--- src/sv/bdeq_pkg.sv ---
// Shared types and codes for the bounded double-ended queue.
package bdeq_pkg;

   localparam int VALUE_W = 32;
   localparam int CMD_W   = 3;
   localparam int STAT_W  = 2;
   localparam int OCC_W   = 5;

   typedef logic [CMD_W-1:0]  cmd_type;
   typedef logic [STAT_W-1:0] stat_type;

   localparam cmd_type CMD_PUSH_FRONT = 3'd0;
   localparam cmd_type CMD_PUSH_BACK  = 3'd1;
   localparam cmd_type CMD_POP_FRONT  = 3'd2;
   localparam cmd_type CMD_POP_BACK   = 3'd3;
   localparam cmd_type CMD_DUMP       = 3'd4;

   localparam stat_type STAT_OK    = 2'd0;
   localparam stat_type STAT_EMPTY = 2'd1;
   localparam stat_type STAT_FULL  = 2'd2;

   // one result beat as it leaves the control logic
   typedef struct packed {
      logic signed [VALUE_W-1:0] entry_value;
      stat_type                  status;
      logic                      last;
      logic [OCC_W-1:0]          occupancy;
   } result_type;

endpackage

--- src/sv/bdeq_ram.sv ---
// Generic single-port-write, single-port-read RAM with registered read.
module bdeq_ram #(
   parameter int WIDTH = 32,
   parameter int DEPTH = 16,
   localparam int AW   = (DEPTH > 1) ? $clog2(DEPTH) : 1
) (
   input  logic             clock,
   input  logic             wr_en,
   input  logic [AW-1:0]    wr_addr,
   input  logic [WIDTH-1:0] wr_data,
   input  logic             rd_en,
   input  logic [AW-1:0]    rd_addr,
   output logic [WIDTH-1:0] rd_data
);

   logic [WIDTH-1:0] mem_ff [DEPTH];
   logic [WIDTH-1:0] rd_data_ff;

   always_ff @(posedge clock) begin
      if (wr_en) begin
         mem_ff[wr_addr] <= wr_data;
      end
      // read data holds until the next read
      if (rd_en) begin
         rd_data_ff <= mem_ff[rd_addr];
      end
   end

   assign rd_data = rd_data_ff;

endmodule

--- src/sv/bdeq_ctrl.sv ---
// Ring pointers, entry count, command decode and dump walk over the entry RAM.
module bdeq_ctrl #(
   parameter int DEPTH = 16
) (
   input  logic                             clock,
   input  logic                             reset,
   input  logic                             req_valid,
   output logic                             req_ready,
   input  bdeq_pkg::cmd_type                req_command,
   input  logic signed [bdeq_pkg::VALUE_W-1:0] req_value,
   input  logic                             res_room,
   output logic                             res_push,
   output bdeq_pkg::result_type             res
);

   localparam int IW = $clog2(DEPTH);
   localparam int CW = $clog2(DEPTH + 1);

   localparam logic S_IDLE = 1'b0;
   localparam logic S_DUMP = 1'b1;

   logic          state_ff, state_in;
   logic [IW-1:0] front_ff, front_in;
   logic [CW-1:0] count_ff, count_in;
   logic [IW-1:0] pos_ff, pos_in;
   logic [CW-1:0] left_ff, left_in;

   logic                            wr_en, rd_en;
   logic [IW-1:0]                   wr_addr, rd_addr;
   logic [bdeq_pkg::VALUE_W-1:0]    rd_data;
   logic                            accept, full, empty;
   logic [CW:0]                     back_sum;
   logic [IW-1:0]                   back_addr;

   function automatic logic [IW-1:0] ring_inc(input logic [IW-1:0] p);
      return (p == IW'(DEPTH - 1)) ? '0 : p + 1'b1;
   endfunction

   function automatic logic [IW-1:0] ring_dec(input logic [IW-1:0] p);
      return (p == '0) ? IW'(DEPTH - 1) : p - 1'b1;
   endfunction

   bdeq_ram #(
      .WIDTH (bdeq_pkg::VALUE_W),
      .DEPTH (DEPTH)
   ) u_store (
      .clock   (clock),
      .wr_en   (wr_en),
      .wr_addr (wr_addr),
      .wr_data (req_value),
      .rd_en   (rd_en),
      .rd_addr (rd_addr),
      .rd_data (rd_data)
   );

   assign full      = (count_ff == CW'(DEPTH));
   assign empty     = (count_ff == '0);
   assign req_ready = (state_ff == S_IDLE) && res_room;
   assign accept    = req_valid && req_ready;

   // back slot: front + count stays below twice the depth, one wrap at most
   assign back_sum  = (CW+1)'(front_ff) + (CW+1)'(count_ff);
   assign back_addr = (back_sum >= (CW+1)'(DEPTH)) ? IW'(back_sum - (CW+1)'(DEPTH))
                                                   : IW'(back_sum);

   always_comb begin
      state_in = state_ff;
      front_in = front_ff;
      count_in = count_ff;
      pos_in   = pos_ff;
      left_in  = left_ff;
      wr_en    = 1'b0;
      wr_addr  = back_addr;
      rd_en    = 1'b0;
      rd_addr  = pos_ff;
      res_push = 1'b0;
      res.entry_value = '0;
      res.status      = bdeq_pkg::STAT_OK;
      res.last        = 1'b1;
      res.occupancy   = '0;

      unique case (state_ff)
         S_IDLE: begin
            if (accept) begin
               res_push = 1'b1;
               unique case (req_command)
                  bdeq_pkg::CMD_PUSH_FRONT: begin
                     if (full) begin
                        res.status = bdeq_pkg::STAT_FULL;
                     end else begin
                        front_in = ring_dec(front_ff);
                        wr_en    = 1'b1;
                        wr_addr  = ring_dec(front_ff);
                        count_in = count_ff + 1'b1;
                     end
                  end
                  bdeq_pkg::CMD_PUSH_BACK: begin
                     if (full) begin
                        res.status = bdeq_pkg::STAT_FULL;
                     end else begin
                        wr_en    = 1'b1;
                        count_in = count_ff + 1'b1;
                     end
                  end
                  bdeq_pkg::CMD_POP_FRONT: begin
                     if (empty) begin
                        res.status = bdeq_pkg::STAT_EMPTY;
                     end else begin
                        front_in = ring_inc(front_ff);
                        count_in = count_ff - 1'b1;
                     end
                  end
                  bdeq_pkg::CMD_POP_BACK: begin
                     if (empty) begin
                        res.status = bdeq_pkg::STAT_EMPTY;
                     end else begin
                        count_in = count_ff - 1'b1;
                     end
                  end
                  bdeq_pkg::CMD_DUMP: begin
                     if (empty) begin
                        res.status = bdeq_pkg::STAT_EMPTY;
                     end else begin
                        // first read now, beats follow from the RAM register
                        res_push = 1'b0;
                        rd_en    = 1'b1;
                        rd_addr  = front_ff;
                        pos_in   = ring_inc(front_ff);
                        left_in  = count_ff - 1'b1;
                        state_in = S_DUMP;
                     end
                  end
                  default: begin
                  end
               endcase
            end
         end
         S_DUMP: begin
            // RAM output always holds the next entry here; advance only on room
            if (res_room) begin
               res_push        = 1'b1;
               res.entry_value = rd_data;
               res.last        = (left_ff == '0);
               if (left_ff != '0) begin
                  rd_en   = 1'b1;
                  rd_addr = pos_ff;
                  pos_in  = ring_inc(pos_ff);
                  left_in = left_ff - 1'b1;
               end else begin
                  state_in = S_IDLE;
               end
            end
         end
         default: begin
            state_in = S_IDLE;
         end
      endcase

      res.occupancy = bdeq_pkg::OCC_W'(count_in);
   end

   always_ff @(posedge clock) begin
      if (reset) begin
         state_ff <= S_IDLE;
         front_ff <= '0;
         count_ff <= '0;
      end else begin
         state_ff <= state_in;
         front_ff <= front_in;
         count_ff <= count_in;
      end
      pos_ff  <= pos_in;
      left_ff <= left_in;
   end

endmodule

--- src/sv/bounded_double_ended_queue.sv ---
// Top level of the bounded double-ended queue: control, entry RAM and result buffer.
//
//   channel | dir | ports                       | contents
//   --------+-----+-----------------------------+-------------------------------------
//   req     | in  | tvalid tready tdata tuser   | tdata: value; tuser: command
//   rsp     | out | tvalid tready tdata tuser   | tdata: entry_value, occupancy;
//           |     | tlast                       | tuser: status; tlast: final beat
//
// Push and pop each make one RAM write or none, plus the pointer update.
// A dump of N entries issues the first read, then one beat a cycle while the result
// buffer has room, as the RAM read port walks the ring; an empty dump gives one beat.
// Reset clears the front pointer, entry count and result buffer; RAM contents are
// left as they are, since only entries inside the count are ever read.
// A two-beat result buffer lets one more item in while a result waits; a stalled
// rsp side holds the dump walk in place and blocks new items once the buffer fills.
module bounded_double_ended_queue #(
   parameter int DEPTH = 16
) (
   input  logic        clock,
   input  logic        reset,
   input  logic        req_tvalid,
   output logic        req_tready,
   input  logic [31:0] req_tdata,   // [31:0] value
   input  logic [2:0]  req_tuser,   // [2:0] command
   output logic        rsp_tvalid,
   input  logic        rsp_tready,
   output logic [39:0] rsp_tdata,   // [31:0] entry_value, [36:32] occupancy, [39:37] zero
   output logic [1:0]  rsp_tuser,   // [1:0] status
   output logic        rsp_tlast
);

   localparam logic [1:0] BUF_EMPTY = 2'd0;
   localparam logic [1:0] BUF_ONE   = 2'd1;
   localparam logic [1:0] BUF_FULL  = 2'd2;

   logic                 res_push, buf_room, rsp_pop;
   bdeq_pkg::result_type res;

   bdeq_pkg::result_type slot0_ff, slot0_in;
   bdeq_pkg::result_type slot1_ff, slot1_in;
   logic [1:0]           buf_cnt_ff, buf_cnt_in;

   bdeq_ctrl #(
      .DEPTH (DEPTH)
   ) u_ctrl (
      .clock       (clock),
      .reset       (reset),
      .req_valid   (req_tvalid),
      .req_ready   (req_tready),
      .req_command (req_tuser),
      .req_value   (req_tdata),
      .res_room    (buf_room),
      .res_push    (res_push),
      .res         (res)
   );

   // result buffer: slot0 is the head shown on rsp, slot1 the skid beat
   assign rsp_pop  = rsp_tvalid && rsp_tready;
   assign buf_room = (buf_cnt_ff != BUF_FULL) || rsp_pop;

   always_comb begin
      slot0_in   = slot0_ff;
      slot1_in   = slot1_ff;
      buf_cnt_in = buf_cnt_ff;
      if (rsp_pop && res_push) begin
         if (buf_cnt_ff == BUF_FULL) begin
            slot0_in = slot1_ff;
            slot1_in = res;
         end else begin
            slot0_in = res;
         end
      end else if (rsp_pop) begin
         slot0_in   = slot1_ff;
         buf_cnt_in = buf_cnt_ff - 1'b1;
      end else if (res_push) begin
         if (buf_cnt_ff == BUF_EMPTY) begin
            slot0_in = res;
         end else begin
            slot1_in = res;
         end
         buf_cnt_in = buf_cnt_ff + 1'b1;
      end
   end

   always_ff @(posedge clock) begin
      if (reset) begin
         buf_cnt_ff <= BUF_EMPTY;
      end else begin
         buf_cnt_ff <= buf_cnt_in;
      end
      slot0_ff <= slot0_in;
      slot1_ff <= slot1_in;
   end

   assign rsp_tvalid = (buf_cnt_ff != BUF_EMPTY);
   assign rsp_tdata  = {3'b000, slot0_ff.occupancy, slot0_ff.entry_value};
   assign rsp_tuser  = slot0_ff.status;
   assign rsp_tlast  = slot0_ff.last;

`ifndef NO_ASSERTIONS
   // the buffer never holds more than two beats
   a_buf_bound: assert property (@(posedge clock) disable iff (reset)
      (buf_cnt_ff == BUF_EMPTY) || (buf_cnt_ff == BUF_ONE) || (buf_cnt_ff == BUF_FULL))
      else $error("result buffer count out of range");

   // control only hands over a beat when the buffer can take it
   a_push_room: assert property (@(posedge clock) disable iff (reset)
      res_push |-> buf_room)
      else $error("result beat pushed into a full buffer");

   // a non-final dump beat means the walk goes on, so no new item is taken
   a_dump_busy: assert property (@(posedge clock) disable iff (reset)
      (res_push && !res.last) |=> !req_tready)
      else $error("new item accepted in the middle of a dump");
`endif

endmodule

--- config.mk ---
export PLATFORM = sky130hd
export DESIGN_NAME = bounded_double_ended_queue
export DESIGN_NICKNAME = d
export VERILOG_FILES = /design/src/sv/bdeq_pkg.sv /design/src/sv/bdeq_ram.sv /design/src/sv/bdeq_ctrl.sv /design/src/sv/bounded_double_ended_queue.sv
export SDC_FILE = /design/constraint.sdc
export NUM_CORES = 1
export LEC_CHECK = 0
export BUFFER_PORTS_ARGS = -buffer_cell sky130_fd_sc_hd__buf_2
export CAP_MARGIN = 20
export CELL_PAD_IN_SITES_DETAIL_PLACEMENT = 1
export CELL_PAD_IN_SITES_GLOBAL_PLACEMENT = 2
export CORE_UTILIZATION = 43
export CTS_CLUSTER_SIZE = 28
export DETAILED_ROUTE_END_ITERATION = 7
export HOLD_SLACK_MARGIN = 0.03
export PLACE_DENSITY_LB_ADDON = 0.3
export SYNTH_ARGS = -nofsm -noshare
export SYNTH_HDL_FRONTEND = slang
export SYNTH_SLANG_ARGS = --single-unit
--- constraint.sdc ---
create_clock -name clock -period 6.8 [get_ports clock]
set_clock_uncertainty 0.2 [all_clocks]
set_input_delay 2.04 -clock clock [delete_from_list [all_inputs] [get_ports clock]]
set_output_delay 2.04 -clock clock [all_outputs]
set_load 0.02 [all_outputs]
==> reports/metrics.yaml, run 1 <==
synth:
  yosysTopAreaCellShare_pct: 63.7
  dominantRegCellSynth: "sky130_fd_sc_hd__edfxtp_1"
  post_synth.cell_area_avg_sq_um: 16.1
  synth-seq-area-share_pct: 64.5
  synth_edf_count: 633
  synth.top_cells.by_count: "633 x sky130_fd_sc_hd__edfxtp_1, 289 x sky130_fd_sc_hd__mux2i_1, 127 x sky130_fd_sc_hd__a22oi_1, 104 x sky130_fd_sc_hd__mux2_2, 98 x sky130_fd_sc_hd__mux4_2"
  syn-instance-count: 1851
  synth_cell_types: 62
  async_flop_share_pct: 0
  yosys_warnings: 0
  post-synth-top-count-cell: "sky130_fd_sc_hd__edfxtp_1"
  yosys_register_bits: 645
  synth_area_sq_mm: 0.0298
  synthDominantAreaCellType: "sky130_fd_sc_hd__edfxtp_1"
  ys_top_cells_by_area: "sky130_fd_sc_hd__edfxtp_1 64%, sky130_fd_sc_hd__mux2i_1 9.7%, sky130_fd_sc_hd__mux4_2 7.4%"
timing:
  finalCriticalPeriod_ps: 5420
  drv_slew: 0
  finalSetupViolCount: 0
  totalNegativeSetupSlack_ps: 0
  timing.final.hold_violations: 0
  max_slew.worst_pin.slew_ps: 1140
  unrepaired_setup_endpoints_after_global_routing: "false"
  max-slew-margin-rel_pct: 23.8
  timing.final.crit_share_pct: 79.7
  fmaxAchievable_mhz: 185
critical_path:
  r2r_cells: 8
  worst_setup_path_startpoint: "rsp_tready"
  critical_path_peak_fanout: 7
  crit_path_end_kind: "output pin"
  rr_startpoint: "u_ctrl.front_ff[1]"
  critPathArrivalTime_ps: 3180
  worst_ep_required_time_ps: 4560
  flop2flop_setup_slack_ps: 2290
  path_class: "input pin to output pin"
  regToRegEndpoint: "u_ctrl.u_store.mem_ff[10][21]"
  worst_setup_path_start_kind: "input pin"
  cp-endpoint: "req_tready"
clock_tree:
  clk-insertion-delay-late_ps: 610
  cts_num_sinks: 645
  clk_transition_reported_paths_ps: 60
  cts_hold_buf: 0
  numCtsBuffers: 70
  tritoncts: "yes"
  cts_resized: 0
  clock_tree.root_cell: "sky130_fd_sc_hd__clkbuf_16"
  postCtsSetupBuffers: 0
  max-clock-path-buffers: 3
  htree_num_levels: 3
final_layout:
  syn_to_final_growth_pct: 12.6
  design.final.nets: 1957
  nFillCells: 6521
  post_layout_instance_count_excluding_filler_cells: 2887
  layout-drive-gt1-share_pct: 23.1
power_and_ir_drop:
  part_of_the_power_in_registers_pct: 50.3
  max_vdd_drop_v: 0.000172
  pwr_density_cell_mw_per_mm2: 275
  combinational_share_of_power_pct: 9.0
  clkPwrFrac_pct: 40.7
  netSwitchingFraction_pct: 23.4
  internal_power_w: 0.00706
  leakagePower_nw: 10.7
  power_spent_charging_and_discharging_nets_w: 0.00216
floorplan:
  std_cell_rows: 96
  fp.dieArea_sq_mm: 0.0704
  die_y_um: 265
  floorplan.initialDensity_pct: 43.5
  die_width_um: 265
  fp.coreArea_sq_mm: 0.0686
  number_of_ports_placed_on_the_die_boundary: 84
drt:
  drt-wirelength-per-cell_um: 28.9
  vias: 17700
  route.detailed.drc: 0
  route.final.wire_length_mm: 83.4
  post_route_ant_nets: 0
  drt-initial-drc-count: 1459
  drt-pass1-iter-count: 5
  route.detailed.vias_per_inst: 6.11
placement:
  dp_cells: 2764
  place.port_buffers: 80
  finalWeightedCongestion: 0.821
  hpwlAfterDp_mm: 51.0
run:
  drv.max_cap_violation_count: 0
global_route:
  initial_antenna_violation_count: 4
  gr-usage-all-layers_pct: 23.7
  global_route.overflow_total: 0
  grt_start_max_net_pins: 121
  global_route_wire_length_before_repair_mm: 122
  grt_pass1_vias: 18700
run_status:
  outcome: "finished clean"
min_path:
  min-delay-path-class: "flip-flop to flip-flop"
  hold_depth: 1
## routing by layer
layer / track usage (%) / vias up / wire [um]
li1: - / 7633 / -
met2: 38.6 / 564 / 39800
met4: 7.09 / 2 / 1640
met3: 4.14 / 124 / 5130
met5: 0 / - / 13
met1: 32.4 / 9331 / 36700
## logic make-up (layout without fill, tap and decap cells)
kind of cell / after synthesis / in the layout / share of synthesized area [%]
muxes: 491 / 491 / 21.0
xor gates and xnor gates: 20 / 20 / 0.587
adders and majority gates: 13 / 13 / 0.571
DFF: 645 / 645 / 64.5
and+or+nand+nor: 252 / 252 / 4.42
buffers and inverters: 155 / 257 / 2.32
AOI/OAI and AO/OA: 274 / 274 / 6.52
other: 1 / 4 / 0.0126
## final cells by class
type                       instances  area, sq um  area share (%)
antenna                            1         2.50         0.00745
clock buffer                      79         1820            5.41
clock inverter                    43          400            1.19
inverter                          16         60.1           0.179
multi-input combinational       1053        10100            30.0
sequential                       645        19300            57.3
tap                              931         1160            3.47
timing repair buffer             119          801            2.39
## worst min-delay path by stage
stage                       from             to  slack (ps)
finish               slot1_ff[3]  rsp_tdata[35]         350
global route         slot1_ff[6]   rsp_tuser[0]         360
CTS                 slot1_ff[14]   rsp_tdata[6]         350
detailed placement  slot1_ff[16]   rsp_tdata[8]         330
global placement    slot1_ff[16]   rsp_tdata[8]         330
floorplan           slot1_ff[39]  rsp_tdata[31]         320
## layout by cell type, fill, tap and decap left out, types with 4 or more instances in the layout
master / Yosys / final
sky130_fd_sc_hd__edfxtp_1: 633 / 633
sky130_fd_sc_hd__mux2i_1: 289 / 289
sky130_fd_sc_hd__a22oi_1: 127 / 127
sky130_fd_sc_hd__mux2_2: 104 / 104
sky130_fd_sc_hd__mux4_2: 98 / 98
sky130_fd_sc_hd__buf_2: 32 / 80
sky130_fd_sc_hd__clkbuf_16: 0 / 71
sky130_fd_sc_hd__nor2_1: 73 / 55
sky130_fd_sc_hd__nor3_1: 39 / 39
sky130_fd_sc_hd__nand3_1: 35 / 35
sky130_fd_sc_hd__a31oi_1: 34 / 34
sky130_fd_sc_hd__o211ai_1: 34 / 34
sky130_fd_sc_hd__o22ai_1: 33 / 33
sky130_fd_sc_hd__and3_1: 33 / 33
sky130_fd_sc_hd__buf_4: 7 / 31
sky130_fd_sc_hd__nand2_1: 26 / 24
sky130_fd_sc_hd__clkinv_1: 0 / 22
sky130_fd_sc_hd__nor2_4: 0 / 18
sky130_fd_sc_hd__inv_1: 16 / 16
sky130_fd_sc_hd__a21oi_1: 14 / 14
sky130_fd_sc_hd__xnor2_1: 13 / 13
sky130_fd_sc_hd__ha_1: 12 / 12
sky130_fd_sc_hd__dfxtp_1: 12 / 11
sky130_fd_sc_hd__o21ai_0: 9 / 9
sky130_fd_sc_hd__clkinv_2: 0 / 9
sky130_fd_sc_hd__bufinv_16: 0 / 8
sky130_fd_sc_hd__xor2_1: 7 / 7
sky130_fd_sc_hd__clkbuf_1: 71 / 7
sky130_fd_sc_hd__buf_12: 0 / 7
sky130_fd_sc_hd__nor2b_1: 6 / 5
sky130_fd_sc_hd__nor3b_1: 6 / 5
sky130_fd_sc_hd__nand2b_1: 5 / 4
sky130_fd_sc_hd__a32oi_1: 4 / 4
## power groups by stage
stage	registers, W	logic (W)	clock network, W
floorplan	0.00482	0.000421	0
global placement	0.00472	0.000819	0
detailed placement	0.00472	0.000835	0
CTS	0.00464	0.000838	0.00383
global route	0.00465	0.000891	0.00395
finish	0.00463	0.000829	0.00375
## worst max-delay path, stage by stage
cell	delay, ps
sky130_fd_sc_hd__buf_2	150
sky130_fd_sc_hd__nor3b_1	720
sky130_fd_sc_hd__nor2_1	80
sky130_fd_sc_hd__buf_2	190
## stage by stage
step           total power (W)  setup WS (ps)  hold WS, ps  cell area [sq um]  utilization (%)
5_1_grt                0.00949           1240          359              33600             49.0
4_1_cts                0.00931           1350          350              33600             48.9
3_5_place_dp           0.00556           1100          334              31400             45.7
6_report               0.00922           1380          346              33600             49.0
3_3_place_gp           0.00554           1170          327              31300             45.6
2_1_floorplan          0.00524           1310          325              29800                -
## flip-flops by register name, indices dropped and copies added (netlist names)
signal,flops
buf_cnt_ff,2
rsp_tdata,37
rsp_tlast,1
rsp_tuser,2
slot1_ff,40
u_ctrl.count_ff,5
u_ctrl.front_ff,4
u_ctrl.left_ff,5
u_ctrl.pos_ff,4
u_ctrl.state_ff,1
u_ctrl.u_store.mem_ff,512
u_ctrl.u_store.rd_data,32
No activity file was read; power rests on OpenSTA's default activity.
==> run 2, diff against run 1 <==
==> constraint.sdc (replaced) <==
create_clock -name clock -period 4.9 [get_ports clock]
set_clock_uncertainty 0.2 [all_clocks]
set_input_delay 1.47 -clock clock [delete_from_list [all_inputs] [get_ports clock]]
set_output_delay 1.47 -clock clock [all_outputs]
set_load 0.02 [all_outputs]
==> run 2 against run 1 <==
Effect of this change:
- sequential power increased by 39%
- core utilization increased by 0.37 points
- routed wire length decreased by 1.1%
- clock-buffer cell count increased by 10
- worst setup slack got worse by 370 ps
- highest routed layer unchanged
==> reports/metrics.yaml, run 2 (synthesis results as in run 1) <==
critical_path:
  worst_setup_path_start_kind: "input pin"
  path_class: "input pin to output pin"
  crit_path_frequent_cell: "sky130_fd_sc_hd__buf_2"
  critPathArrivalTime_ps: 2220
  worst_path_max_delay_cell: "sky130_fd_sc_hd__buf_4"
  critPathMaxStageDelay_ps: 190
  critical_path_peak_fanout: 7
  regToRegEndpoint: "u_ctrl.u_store.mem_ff[7][6]"
  worst_ep_required_time_ps: 3230
  timing.critical_path.buf_inv: 3
  rr_startpoint: "u_ctrl.front_ff[3]"
  flop2flop_setup_slack_ps: 1140
  cp_cell_sequence: "buf_2, nor3b_1, buf_4, nor2_1, buf_2"
  crit_path_end_kind: "output pin"
  r2r_cells: 7
  cp_top_family: "buffers and inverters"
  critical_path_cell_count: 5
floorplan:
  fp.dieArea_sq_mm: 0.0704
  std_cell_rows: 96
  die_y_um: 265
  fp.coreArea_sq_mm: 0.0686
  number_of_ports_placed_on_the_die_boundary: 84
  floorplan.initialDensity_pct: 43.5
  die_width_um: 265
power_and_ir_drop:
  netSwitchingFraction_pct: 23.5
  pwr_density_cell_mw_per_mm2: 374
  power_spent_charging_and_discharging_nets_w: 0.00298
  internal_power_w: 0.00968
  leakagePower_nw: 10.7
  combinational_share_of_power_pct: 9.1
  part_of_the_power_in_registers_pct: 50.7
  max_vdd_drop_v: 0.000242
  clkPwrFrac_pct: 40.1
min_path:
  hold_depth: 1
  hold_start: "slot1_ff[22]"
  end_point_of_the_most_critical_hold_path: "rsp_tdata[14]"
  min-delay-path-class: "flip-flop to flip-flop"
clock_tree:
  tritoncts: "yes"
  clk-insertion-delay-late_ps: 600
  cts_num_sinks: 645
  clk_transition_reported_paths_ps: 60
  postCtsSetupBuffers: 0
  clock_tree.root_cell: "sky130_fd_sc_hd__clkbuf_16"
  cts_resized: 0
  max-clock-path-buffers: 3
  htree_num_levels: 3
  numCtsBuffers: 71
  cts_hold_buf: 0
global_route:
  grt_start_max_net_pins: 134
  global_route.overflow_total: 0
  initial_antenna_violation_count: 8
  grt_pass1_vias: 18700
  global_route_wire_length_before_repair_mm: 122
  gr-usage-all-layers_pct: 23.5
timing:
  unrepaired_setup_endpoints_after_global_routing: "false"
  max_slew.worst_pin.slew_ps: 1180
  max-slew-margin-rel_pct: 21.3
  drv_slew: 0
  finalCriticalPeriod_ps: 3890
  fmaxAchievable_mhz: 257
  totalNegativeSetupSlack_ps: 0
  finalSetupViolCount: 0
  timing.final.hold_violations: 0
  timing.final.crit_share_pct: 79.4
drt:
  route.detailed.vias_per_inst: 6.12
  post_route_ant_nets: 0
  drt-pass1-iter-count: 5
  route.detailed.drc: 0
  drt-wirelength-per-cell_um: 28.6
  drt-initial-drc-count: 1465
  route.final.wire_length_mm: 82.5
  vias: 17700
run_status:
  outcome: "finished clean"
final_layout:
  design.final.nets: 1965
  final_common_cell: "sky130_fd_sc_hd__edfxtp_1"
  antennaDiodeCount: 0
  syn_to_final_growth_pct: 13.4
  top_library_cells_by_usage_in_the_layout_fill_and_taps_aside: "633 x sky130_fd_sc_hd__edfxtp_1, 289 x sky130_fd_sc_hd__mux2i_1, 127 x sky130_fd_sc_hd__a22oi_1"
  max_flop_register: "u_ctrl.u_store.mem_ff"
  fin_util_pct: 49.3
  layout-drive-gt1-share_pct: 23.5
  number_of_flip_flops_under_the_largest_register_name: 512
placement:
  finalWeightedCongestion: 0.788
  place.port_buffers: 80
  hpwlAfterDp_mm: 44.6
run:
  drv.max_cap_violation_count: 0
==> run 2: area by class of cell <==
cell class,instances,area [sq um]
tap,931,1160
clock buffer,89,1900
inverter,16,60.1
clock inverter,29,258
fill,6448,34800
sequential,645,19300
timing repair buffer,126,1120
multi-input combinational,1053,10100
==> run 2: layer usage <==
| layer | share of wire, % | vias up | global-route usage (%) |
|---|---|---|---|
| met2 | 50 | 490 | 39.9 |
| met3 | 5.2 | 128 | 3.41 |
| met4 | 2.2 | 4 | 7.16 |
| met5 | 0.033 | - | 0 |
| met1 | 43 | 9415 | 31.2 |
| li1 | - | 7636 | - |
==> run 2: through the flow <==
step	power [W]	hold WS, ps	worst slack, ps	instance area [sq um]	std cells
3_3_place_gp	0.00769	328	419	31600	2770
5_1_grt	0.0131	358	858	33800	2889
2_1_floorplan	0.00727	325	389	29800	1853
6_report	0.0127	348	1010	33800	2889
4_1_cts	0.0128	349	998	33800	2888
3_5_place_dp	0.00771	337	403	31600	2770
==> run 2: power groups by stage <==
stage / registers, W / logic (W) / clock network [W]
after detailed placement: 0.00655 / 0.00117 / 0
final: 0.00643 / 0.00115 / 0.00508
after floorplan: 0.00668 / 0.000589 / 0
after CTS: 0.00643 / 0.00117 / 0.00518
after global placement: 0.00654 / 0.00115 / 0
after global routing: 0.00645 / 0.00124 / 0.00536
==> run 2: how the worst max path moves through the flow <==
stage                       start                          end  slack (ps)
2_1_floorplan  u_ctrl.front_ff[1]  u_ctrl.u_store.mem_ff[4][0]         390
3_3_place_gp           rsp_tready                 slot1_ff[30]         420
3_5_place_dp           rsp_tready                 slot1_ff[26]         400
4_1_cts                rsp_tready                   req_tready        1000
5_1_grt                rsp_tready                   req_tready         860
6_report               rsp_tready                   req_tready        1010
==> run 3, diff against run 2 <==
--- a/config.mk
+++ b/config.mk
@@ -9,7 +9,7 @@
 export CAP_MARGIN = 20
 export CELL_PAD_IN_SITES_DETAIL_PLACEMENT = 1
 export CELL_PAD_IN_SITES_GLOBAL_PLACEMENT = 2
-export CORE_UTILIZATION = 43
+export CORE_UTILIZATION = 47
 export CTS_CLUSTER_SIZE = 28
 export DETAILED_ROUTE_END_ITERATION = 7
 export HOLD_SLACK_MARGIN = 0.03
==> constraint.sdc (replaced) <==
create_clock -name clock -period 4 [get_ports clock]
set_clock_uncertainty 0.2 [all_clocks]
set_input_delay 1.2 -clock clock [delete_from_list [all_inputs] [get_ports clock]]
set_output_delay 1.2 -clock clock [all_outputs]
set_load 0.02 [all_outputs]
==> run 3 against run 2 <==
Effect of this change:
- final cell count shrank 1.6%
- global-route usage grew 3.0 points
- non-clock buffer count grew 41
- sequential power grew 22%
- routed wire length grew 1.8%
==> reports/metrics.yaml, run 3 (synthesis results as in run 1) <==
run_status:
  outcome: "finished clean"
final_layout:
  design.final.nets: 2005
  final_common_cell: "sky130_fd_sc_hd__edfxtp_1"
  multi_input_area_sq_mm: 0.0101
  syn_to_final_growth_pct: 14.5
  nFillCells: 5726
  fin_util_pct: 54.9
  stdcell_area_sq_mm: 0.0341
  sequential_cell_area_sq_mm: 0.0193
  max_flop_register: "u_ctrl.u_store.mem_ff"
  top_library_cells_by_usage_in_the_layout_fill_and_taps_aside: "633 x sky130_fd_sc_hd__edfxtp_1, 289 x sky130_fd_sc_hd__mux2i_1, 127 x sky130_fd_sc_hd__a22oi_1"
  number_of_flip_flops_under_the_largest_register_name: 512
  layout-drive-gt1-share_pct: 25.3
timing:
  max_slew.worst_pin.slew_ps: 1160
  fmaxAchievable_mhz: 258
  finalSetupViolCount: 0
  timing.final.hold_violations: 0
  max-slew-margin-rel_pct: 22.5
  finalCriticalPeriod_ps: 3880
  totalNegativeSetupSlack_ps: 0
  unrepaired_setup_endpoints_after_global_routing: "false"
  timing.final.crit_share_pct: 96.9
  drv_slew: 0
clock_tree:
  cts_hold_buf: 0
  cts_num_sinks: 645
  clock_tree.root_cell: "sky130_fd_sc_hd__clkbuf_16"
  clk-insertion-delay-late_ps: 610
  cts_resized: 0
  clk_transition_reported_paths_ps: 60
  htree_num_levels: 3
  max-clock-path-buffers: 3
  numCtsBuffers: 70
  tritoncts: "yes"
  postCtsSetupBuffers: 0
critical_path:
  worst_ep_required_time_ps: 4070
  path_class: "flip-flop to flip-flop"
  cp_top_family: "simple AND/OR/NAND/NOR gates"
  cp_cell_sequence: "inv_1, ha_1, o311ai_0, buf_4, nor4b_1, a32oi_1, nor2_4, buf_4"
  worst_path_max_delay_cell: "sky130_fd_sc_hd__dfxtp_1"
  crit_path_end_kind: "flip-flop"
  critPathArrivalTime_ps: 3950
  timing.critical_path.buf_inv: 3
  worst_setup_path_start_kind: "flip-flop"
  critical_path_peak_fanout: 13
  critPathMaxStageDelay_ps: 590
  crit_path_frequent_cell: "sky130_fd_sc_hd__buf_4"
global_route:
  grt_start_max_net_pins: 133
  initial_antenna_violation_count: 9
  grt_pass1_vias: 19300
  global_route_wire_length_before_repair_mm: 125
  gr-usage-all-layers_pct: 26.5
  global_route.overflow_total: 0
min_path:
  min-delay-path-class: "flip-flop to flip-flop"
placement:
  place.port_buffers: 80
  hpwlAfterDp_mm: 47.9
  finalWeightedCongestion: 0.802
  place_area_sq_mm: 0.0319
drt:
  post_route_ant_nets: 0
  route.layer.met1.wl_mm: 34.6
  drt-initial-drc-count: 1440
  drt-pass1-iter-count: 5
  vias: 18000
  route.detailed.drc: 0
  route.detailed.vias_per_inst: 6.34
  met2RoutedLength_mm: 42.1
  route.final.wire_length_mm: 84.0
  highest_layer: "met5"
  drt-wirelength-per-cell_um: 29.5
  length_of_routed_met3_wiring_mm: 5.24
floorplan:
  die_width_um: 254
  die_y_um: 254
  floorplan.initialDensity_pct: 48.0
  std_cell_rows: 91
  fp.dieArea_sq_mm: 0.0645
  fp.coreArea_sq_mm: 0.0622
  number_of_ports_placed_on_the_die_boundary: 84
power_and_ir_drop:
  pwr_density_cell_mw_per_mm2: 457
  total_power_w: 0.0156
  max_vdd_drop_v: 0.000321
  leakagePower_nw: 11.0
run:
  drv.max_cap_violation_count: 0
[run 3: changes by cell type in the layout (fill, tap and decap cells not counted), moves of 2 or more]
cell / change
sky130_fd_sc_hd__clkbuf_1: -3
sky130_fd_sc_hd__clkinv_8: +2
sky130_fd_sc_hd__buf_12: +5
sky130_fd_sc_hd__inv_6: -2
sky130_fd_sc_hd__clkinv_2: +3
sky130_fd_sc_hd__clkinv_1: +4
sky130_fd_sc_hd__buf_4: +37
[run 3: area by class of cell]
type | instances | share of cell area, %
repair buffers | 167 | 4.29
diodes | 1 | 0.00733
multi-input cells | 1053 | 29.6
clock inverters | 37 | 0.978
flip-flops and latches | 645 | 56.4
clock buffers | 86 | 5.52
well taps | 837 | 3.07
inverters | 16 | 0.176
[run 3: metrics by stage]
| step | cells | setup slack, ps | hold WS [ps] |
|---|---|---|---|
| final | 2842 | 124 | 350 |
| after global routing | 2842 | 47.1 | 363 |
| after CTS | 2840 | 99.9 | 351 |
| after detailed placement | 2717 | 39.1 | 337 |
| after global placement | 2717 | 75.1 | 330 |
| after floorplan | 1853 | -511 | 325 |
[run 3: report_power, final]
part / switching [W] / total, W / internal (W) / leakage, nW
clock network: 0.00262 / 0.00629 / 0.00368 / 1.08
registers: 0.0000920 / 0.00787 / 0.00777 / 5.86
logic: 0.000944 / 0.00146 / 0.000512 / 4.04
[run 3: layer usage]
layer | vias to the layer above | track usage, %
met5 | - | 0
met4 | 8 | 7.97
met3 | 133 | 4.21
met2 | 598 | 45.4
met1 | 9548 | 34.7
li1 | 7729 | -
[run 3: path summary, 6_finish.rpt]
kind	cells past startpoint	end	slack, ps	start
hold reg to reg	1	rsp_tdata[24]	350	slot1_ff[32]
setup / recovery	8	u_ctrl.u_store.mem_ff[1][21]	120	u_ctrl.front_ff[0]
setup reg to reg	8	u_ctrl.u_store.mem_ff[1][21]	120	u_ctrl.front_ff[0]
hold / removal	1	rsp_tdata[24]	350	slot1_ff[32]
